--- config.mk ---
export PLATFORM = sky130hd
export DESIGN_NAME = sort_and_deduplicate
export DESIGN_NICKNAME = d
export VERILOG_FILES = /design/src/design/sad_pkg.sv /design/src/design/sad_ram.sv /design/src/design/sad_ctrl.sv /design/src/design/sort_and_deduplicate.sv
export SDC_FILE = /design/constraint.sdc
export NUM_CORES = 2
export LEC_CHECK = 0
export BUFFER_PORTS_ARGS = -buffer_cell sky130_fd_sc_hd__buf_2
export CORE_MARGIN = 4
export CORE_UTILIZATION = 40
export CTS_CLUSTER_SIZE = 24
export DETAILED_ROUTE_END_ITERATION = 8
export SLEW_MARGIN = 5
export SYNTH_ARGS = -nofsm -noshare
export SYNTH_HDL_FRONTEND = slang
export SYNTH_HIERARCHICAL = 1
export SYNTH_SLANG_ARGS = --single-unit
--- constraint.sdc ---
create_clock -name clk -period 5.8 [get_ports clk]
set_input_delay 0.87 -clock clk [delete_from_list [all_inputs] [get_ports clk]]
set_output_delay 0.87 -clock clk [all_outputs]
set_load 0.05 [all_outputs]
--- src/design/sad_pkg.sv ---
package sad_pkg;

	localparam int MAX_ITEMS = 64;
	localparam int ADDR_W    = $clog2(MAX_ITEMS);
	localparam int CNT_W     = $clog2(MAX_ITEMS + 1);
	localparam int VAL_W     = 32;
	localparam int UCNT_W    = 7;

	localparam logic [CNT_W-1:0] FULL_CNT = CNT_W'(MAX_ITEMS);

	typedef struct packed {
		logic signed [VAL_W-1:0] value;
		logic                    last;
		logic [UCNT_W-1:0]       count;
		logic                    overflow;
	} res_t;

endpackage

--- src/design/sad_ram.sv ---
module sad_ram #(
	parameter int WIDTH = 32,
	parameter int DEPTH = 64
) (
	input  logic                     clk,
	input  logic                     we,
	input  logic [$clog2(DEPTH)-1:0] waddr,
	input  logic [WIDTH-1:0]         wdata,
	input  logic                     re,
	input  logic [$clog2(DEPTH)-1:0] raddr,
	output logic [WIDTH-1:0]         rdata
);

	logic [WIDTH-1:0] mem [DEPTH];

	always_ff @(posedge clk) begin
		if (we) begin
			mem[waddr] <= wdata;
		end
		if (re) begin
			rdata <= mem[raddr];
		end
	end

endmodule

--- src/design/sad_ctrl.sv ---
module sad_ctrl (
	input  logic                          clk,
	input  logic                          arst_n,
	input  logic                          in_valid,
	output logic                          in_ready,
	input  logic signed [sad_pkg::VAL_W-1:0] in_value,
	input  logic                          in_last,
	output logic                          mem_we,
	output logic [sad_pkg::ADDR_W-1:0]    mem_waddr,
	output logic [sad_pkg::VAL_W-1:0]     mem_wdata,
	output logic                          mem_re,
	output logic [sad_pkg::ADDR_W-1:0]    mem_raddr,
	input  logic [sad_pkg::VAL_W-1:0]     mem_rdata,
	output logic                          res_valid,
	input  logic                          res_ready,
	output sad_pkg::res_t                 res
);

	import sad_pkg::*;

	typedef enum logic [5:0] {
		ST_LOAD     = 6'b000001,
		ST_SORT     = 6'b000010,
		ST_FLUSH    = 6'b000100,
		ST_EMIT_RD  = 6'b001000,
		ST_EMIT_CMP = 6'b010000,
		ST_EMIT_FIN = 6'b100000
	} state_t;

	state_t                  state_q;
	logic [CNT_W-1:0]        fill_q;
	logic                    dropped_q;
	logic [CNT_W-1:0]        idx_q;
	logic [CNT_W-1:0]        pass_q;
	logic [CNT_W-1:0]        uniq_q;
	logic signed [VAL_W-1:0] carry_q;
	logic signed [VAL_W-1:0] pend_q;
	logic                    vld_s1;
	logic [CNT_W-1:0]        idx_s1;

	logic                    in_acc;
	logic signed [VAL_W-1:0] rd_val;
	logic signed [VAL_W-1:0] lo_val;
	logic signed [VAL_W-1:0] hi_val;
	logic [CNT_W-1:0]        idx_m1;
	logic [CNT_W-1:0]        fill_m1;
	logic                    first_el;
	logic                    differ;
	logic                    last_el;

	assign in_ready = (state_q == ST_LOAD);
	assign in_acc   = in_valid && in_ready;
	assign rd_val   = $signed(mem_rdata);
	assign lo_val   = (rd_val < carry_q) ? rd_val : carry_q;
	assign hi_val   = (rd_val < carry_q) ? carry_q : rd_val;
	assign idx_m1   = idx_s1 - CNT_W'(1);
	assign fill_m1  = fill_q - CNT_W'(1);
	assign first_el = (idx_q == '0);
	assign differ   = !first_el && (rd_val != pend_q);
	assign last_el  = (idx_q == fill_m1);

	always_comb begin
		mem_we    = 1'b0;
		mem_waddr = fill_q[ADDR_W-1:0];
		mem_wdata = in_value;
		mem_re    = 1'b0;
		mem_raddr = idx_q[ADDR_W-1:0];
		res_valid = 1'b0;
		res.value    = pend_q;
		res.last     = 1'b0;
		res.count    = '0;
		res.overflow = dropped_q;
		case (state_q)
			ST_LOAD: begin
				mem_we = in_acc && (fill_q < FULL_CNT);
			end
			ST_SORT: begin
				mem_re = (idx_q < fill_q);
				if (vld_s1 && idx_s1 != '0) begin
					mem_we    = 1'b1;
					mem_waddr = idx_m1[ADDR_W-1:0];
					mem_wdata = lo_val;
				end
			end
			ST_FLUSH: begin
				mem_we    = 1'b1;
				mem_waddr = fill_m1[ADDR_W-1:0];
				mem_wdata = carry_q;
			end
			ST_EMIT_RD: begin
				mem_re = 1'b1;
			end
			ST_EMIT_CMP: begin
				res_valid = differ && res_ready;
			end
			ST_EMIT_FIN: begin
				res_valid = res_ready;
				res.last  = 1'b1;
				res.count = UCNT_W'(uniq_q);
			end
			default: begin
			end
		endcase
	end

	always_ff @(posedge clk or negedge arst_n) begin
		if (!arst_n) begin
			state_q   <= ST_LOAD;
			fill_q    <= '0;
			dropped_q <= 1'b0;
			idx_q     <= '0;
			pass_q    <= '0;
			uniq_q    <= '0;
			vld_s1    <= 1'b0;
		end else begin
			vld_s1 <= 1'b0;
			case (state_q)
				ST_LOAD: begin
					if (in_acc) begin
						if (fill_q < FULL_CNT) begin
							fill_q <= fill_q + CNT_W'(1);
						end else begin
							dropped_q <= 1'b1;
						end
						if (in_last) begin
							idx_q   <= '0;
							pass_q  <= '0;
							state_q <= ST_SORT;
						end
					end
				end
				ST_SORT: begin
					if (idx_q < fill_q) begin
						vld_s1 <= 1'b1;
						idx_q  <= idx_q + CNT_W'(1);
					end
					if (vld_s1 && idx_s1 == fill_m1) begin
						state_q <= ST_FLUSH;
					end
				end
				ST_FLUSH: begin
					idx_q  <= '0;
					pass_q <= pass_q + CNT_W'(1);
					if (pass_q == fill_m1) begin
						state_q <= ST_EMIT_RD;
					end else begin
						state_q <= ST_SORT;
					end
				end
				ST_EMIT_RD: begin
					state_q <= ST_EMIT_CMP;
				end
				ST_EMIT_CMP: begin
					if (!differ || res_ready) begin
						if (first_el) begin
							uniq_q <= CNT_W'(1);
						end else if (differ) begin
							uniq_q <= uniq_q + CNT_W'(1);
						end
						if (last_el) begin
							state_q <= ST_EMIT_FIN;
						end else begin
							idx_q   <= idx_q + CNT_W'(1);
							state_q <= ST_EMIT_RD;
						end
					end
				end
				ST_EMIT_FIN: begin
					if (res_ready) begin
						fill_q    <= '0;
						dropped_q <= 1'b0;
						state_q   <= ST_LOAD;
					end
				end
				default: begin
					state_q <= ST_LOAD;
				end
			endcase
		end
	end

	// sort datapath: carry holds the running maximum of a bubble pass; pend holds the previous value during emit
	always_ff @(posedge clk) begin
		idx_s1 <= idx_q;
		if (state_q == ST_SORT && vld_s1) begin
			carry_q <= (idx_s1 == '0) ? rd_val : hi_val;
		end
		if (state_q == ST_EMIT_CMP && (!differ || res_ready)) begin
			pend_q <= rd_val;
		end
	end

endmodule

--- src/design/sort_and_deduplicate.sv ---
// load: one element per cycle while s_tready is high; elements beyond the store
// depth are dropped; after the last element: n bubble passes through the element
// memory, then a read and a compare per stored element, then the final transaction
// reset: arst_n asynchronous, clears control state; memory contents not cleared
module sort_and_deduplicate (
	input  logic        clk,
	input  logic        arst_n,
	input  logic        s_tvalid,
	output logic        s_tready,
	input  logic [31:0] s_tdata,  // value
	input  logic        s_tlast,  // last
	output logic        m_tvalid,
	input  logic        m_tready,
	output logic [31:0] m_tdata,  // value_res
	output logic        m_tlast,  // last_res
	output logic [7:0]  m_tuser   // overflow (bit 7), unique_count (bits 6:0)
);

	import sad_pkg::*;

	logic              mem_we;
	logic [ADDR_W-1:0] mem_waddr;
	logic [VAL_W-1:0]  mem_wdata;
	logic              mem_re;
	logic [ADDR_W-1:0] mem_raddr;
	logic [VAL_W-1:0]  mem_rdata;
	logic              res_valid;
	logic              res_ready;
	res_t              res;
	logic              out_valid_q;
	res_t              out_q;

	sad_ram #(
		.WIDTH(VAL_W),
		.DEPTH(MAX_ITEMS)
	) u_ram (
		.clk   (clk),
		.we    (mem_we),
		.waddr (mem_waddr),
		.wdata (mem_wdata),
		.re    (mem_re),
		.raddr (mem_raddr),
		.rdata (mem_rdata)
	);

	sad_ctrl u_ctrl (
		.clk       (clk),
		.arst_n    (arst_n),
		.in_valid  (s_tvalid),
		.in_ready  (s_tready),
		.in_value  ($signed(s_tdata)),
		.in_last   (s_tlast),
		.mem_we    (mem_we),
		.mem_waddr (mem_waddr),
		.mem_wdata (mem_wdata),
		.mem_re    (mem_re),
		.mem_raddr (mem_raddr),
		.mem_rdata (mem_rdata),
		.res_valid (res_valid),
		.res_ready (res_ready),
		.res       (res)
	);

	assign res_ready = !out_valid_q || m_tready;

	always_ff @(posedge clk or negedge arst_n) begin
		if (!arst_n) begin
			out_valid_q <= 1'b0;
		end else if (res_valid) begin
			out_valid_q <= 1'b1;
		end else if (m_tready) begin
			out_valid_q <= 1'b0;
		end
	end

	always_ff @(posedge clk) begin
		if (res_valid) begin
			out_q <= res;
		end
	end

	assign m_tvalid = out_valid_q;
	assign m_tdata  = out_q.value;
	assign m_tlast  = out_q.last;
	assign m_tuser  = {out_q.overflow, out_q.count};

	a_res_has_room: assert property (@(posedge clk) disable iff (!arst_n)
		res_valid |-> res_ready)
		else $error("result produced with output register full");

	a_no_load_during_emit: assert property (@(posedge clk) disable iff (!arst_n)
		s_tready |-> !res_valid)
		else $error("result produced while loading");

	a_count_only_on_last: assert property (@(posedge clk) disable iff (!arst_n)
		m_tvalid && !m_tlast |-> m_tuser[6:0] == '0)
		else $error("unique count on a non-final transaction");

	a_last_count_nonzero: assert property (@(posedge clk) disable iff (!arst_n)
		m_tvalid && m_tlast |-> m_tuser[6:0] != '0)
		else $error("final transaction with zero unique count");

endmodule
==> flow_metrics.env <==
export IMPL_outcome="finished clean"
export IMPL_first_iter_violations=5364
export IMPL_rr_worst_depth=8
export IMPL_tightest_slew_ns=1.29
export IMPL_post_route_util_pct=46.2
export IMPL_clock_root_buffer="clkbuf_16"
export IMPL_path_clk_slew_ns=0.06
export IMPL_wl_per_cell_microns=30.3
export IMPL_antenna_found_initial=9
export IMPL_drive_above_1_share_pct=27.7
export IMPL_crit_arrival_ns=5.30
export IMPL_dr_pass1_iters=6
export IMPL_dieArea_sq_mm=0.225
export IMPL_grt_pass1_vias=42800
export IMPL_cp_required_ns=6.34
export IMPL_fmax_mhz=210
export IMPL_die_w_microns=474
export IMPL_synth_seq_cells=2229
export IMPL_timing_final_hold_violations=0
export IMPL_powerDensity_mw_per_mm2=411
export IMPL_seq_area_frac_synth_pct=76.8
export IMPL_globalRouteTotalUtil_pct=19.8
export IMPL_p_clk_share_pct=33.7
export IMPL_syn_area_sq_mm=0.0869
export IMPL_finalWeightedCongestion=0.857
export IMPL_post_cts_resized=0
export IMPL_viasPerCell=5.81
export IMPL_combinationalPowerShare_pct=19.8
export IMPL_path_class="reg -> reg"
export IMPL_vias=42700
export IMPL_layout_min_cycle_time_ns=4.76
export IMPL_clkLatencyLatePin_ns=0.86
export IMPL_cts_buffer_depth=3
export IMPL_peakVddDrop_mv=0.282
export IMPL_grt_overflow_total=0
export IMPL_nets=4409
export IMPL_cap_violations=0
export IMPL_p_seq_share_pct=46.6
export IMPL_synth_net_count=4138
export IMPL_fin_crit_sh_pct=82.2
export IMPL_core_sq_mm=0.215
export IMPL_synthCells=4055
export IMPL_cts_made_buffers=215
export IMPL_worstPathMaxFanout=15
export IMPL_fillCellCount=17700
export IMPL_skew_ns=0.0442
export IMPL_p_int_mw=29.6
export IMPL_post_cts_setup_buffer_count=0
export IMPL_drt_wl_total_microns=222000
export IMPL_synthFlopType="edfxtp_1"
export IMPL_yosysWarnings=6
export IMPL_min_path_type="in -> async"
export IMPL_syn_to_final_growth_pct=14.5
export IMPL_setup_violations_final=0
export IMPL_io_buffers=79
export IMPL_synth_edff_count=2185
export IMPL_drc=0
export IMPL_rsz0062_at_grt="false"
export IMPL_p_leak_nw=30.4
export IMPL_setup_tns_ns=0
export IMPL_cts_tree="done"
export IMPL_grt_max_degree=80
export IMPL_cts_hold_buf=0
export IMPL_start_util_pct=40.4
export IMPL_r2r_setup_slack_ns=1.04
export IMPL_swShare_pct=27.6
export IMPL_p_sw_mw=11.3
export IMPL_dp_hpwl_microns=131000
export IMPL_slew_headroom_pct=13.7
export IMPL_clock_sinks=2229
export IMPL_io_pins=80
export IMPL_ant_nets=0
export IMPL_grt_pass1_wl_microns=319000
export IMPL_maxSlewViolCount=0
export IMPL_cp_start_kind="flop"
export IMPL_h_tree_depth=4
export IMPL_finalPower_mw=40.8
export IMPL_ys_types=78
export IMPL_rows=170
export IMPL_die_h_microns=474
export IMPL_critPathCaptureType="flop"
export IMPL_ys_async_sr_fraction_pct=1.66
export IMPL_synth_area_per_cell_sq_um=21.4
==> worst paths after layout <==
kind,to,from
max,u_ram/mem[24][10],u_ctrl/state_q[2]
min,u_ctrl/uniq_q[3],arst_n
max reg2reg,u_ram/mem[24][10],u_ctrl/state_q[2]
min reg2reg,m_tdata[30],u_ctrl/pend_q[30]
max in group asynchronous,u_ctrl/idx_q[2],arst_n
min in group clk,m_tvalid,m_tready
==> layer usage <==
metal,track usage [%],share of wire [%],up-vias
li1,-,-,17500
met1,28.9,42,23100
met2,30.3,47,1887
met3,3.88,8.6,263
met4,5.83,2.7,0
met5,0,0,-
==> layout by cell type, fill, tap and decap left out, types with 13 or more instances in the layout <==
cell type and instances:
a21oi_1 79, buf_12 22, buf_2 79, buf_4 170, bufinv_16 19, clkbuf_1 46, clkbuf_16 218, clkinv_1 54
clkinv_2 40, dfrtp_1 31, edfxtp_1 2185, ha_1 46, inv_1 51, mux2i_1 94, mux4_2 544, nand2_1 128
nand2b_1 13, nand3_1 20, nand4_1 23, nor2_1 113, nor2_4 62, nor2b_1 20, o21ai_0 22, o21ai_1 15
o221ai_1 30, o221ai_4 31, o22ai_1 87, xnor2_1 55
==> worst max-delay path, stage by stage, from the launching register on <==
cell	delay [ns]
dfrtp_1	0.47
nor2_2	0.24
nand2_1	0.14
nor3b_2	0.47
nand3_1	0.27
o221ai_1	0.84
nand3b_1	0.83
nor2_4	0.79
buf_4	0.36
==> registers in the layout, indices dropped and copies added (netlist names) <==
register / flops
m_tdata: 32
m_tlast: 1
m_tuser: 8
m_tvalid: 1
u_ctrl/carry_q: 32
u_ctrl/dropped_q: 1
u_ctrl/fill_q: 7
u_ctrl/idx_q: 7
u_ctrl/idx_s1: 7
u_ctrl/pass_q: 7
u_ctrl/pend_q: 32
u_ctrl/state_q: 6
u_ctrl/uniq_q: 7
u_ctrl/vld_s1: 1
u_ram/mem: 2048
u_ram/rdata: 32
==> logic make-up (layout without fill, tap and decap cells) <==
logic type / after synthesis / in the layout / share of synthesized area, %
other: 0 / 1 / 0
multiplexers: 638 / 638 / 15.2
flip-flops: 2229 / 2229 / 76.8
XOR/XNOR: 70 / 70 / 0.739
buffers and inverters: 269 / 724 / 1.47
adder cells (fa/ha/maj): 46 / 46 / 0.663
AND/OR/NAND/NOR: 473 / 473 / 2.65
AO/OA/AOI/OAI: 330 / 330 / 2.52
==> power groups by stage <==
stage                     logic [mW]  clock network [mW]  registers (mW)
after floorplan                 5.34                   0            19.2
after global placement          8.02                   0            19.3
after detailed placement        8.07                   0            19.4
after CTS                       8.10                14.0            19.0
after global routing            8.58                14.8            19.1
final                           8.07                13.8            19.0
==> area by class of cell <==
cell class              instances  area, sq um  area share (%)
flip-flops and latches       2229        66700            67.1
multi-input cells            1557        20000            20.1
inverters                      52          195           0.196
clock inverters               133         1230            1.24
clock buffers                 268         5680            5.71
diodes                          1         2.50         0.00252
well taps                    2838         3550            3.57
repair buffers                271         2110            2.12
==> Yosys cell counts, drive strengths merged (12+ instances only) <==
master  instances  share of area (%)
xor2           13               0.14
xnor2          56               0.57
nor2          178               0.77
clkbuf         83               0.36
nand2         129               0.56
dfrtp          36                1.0
buf           134               0.88
nor2b          21               0.15
a21oi          79               0.46
a22oi          12               0.10
nand4          23               0.17
o21ai          39               0.22
o221ai         61               0.62
nand3          20               0.12
mux4          544                 14
mux2i          94                1.1
o22ai          87               0.63
inv            52               0.22
nand2b         16               0.13
nor3           17               0.12
edfxtp       2185                 76
ha             46               0.66
and2           12              0.086
==> stage by stage <==
step / std cells / setup WS [ns] / hold slack [ns] / instance area (sq um)
2_1_floorplan: 4055 / 0.666 / 0.390 / 86900
3_3_place_gp: 6946 / 1.19 / 0.459 / 92500
3_5_place_dp: 6946 / 1.14 / 0.465 / 92500
4_1_cts: 7347 / 1.11 / 0.127 / 99400
5_1_grt: 7348 / 0.799 / 0.184 / 99500
6_report: 7349 / 1.04 / 0.152 / 99500
Note: power is estimated with default switching activity, not from simulation.
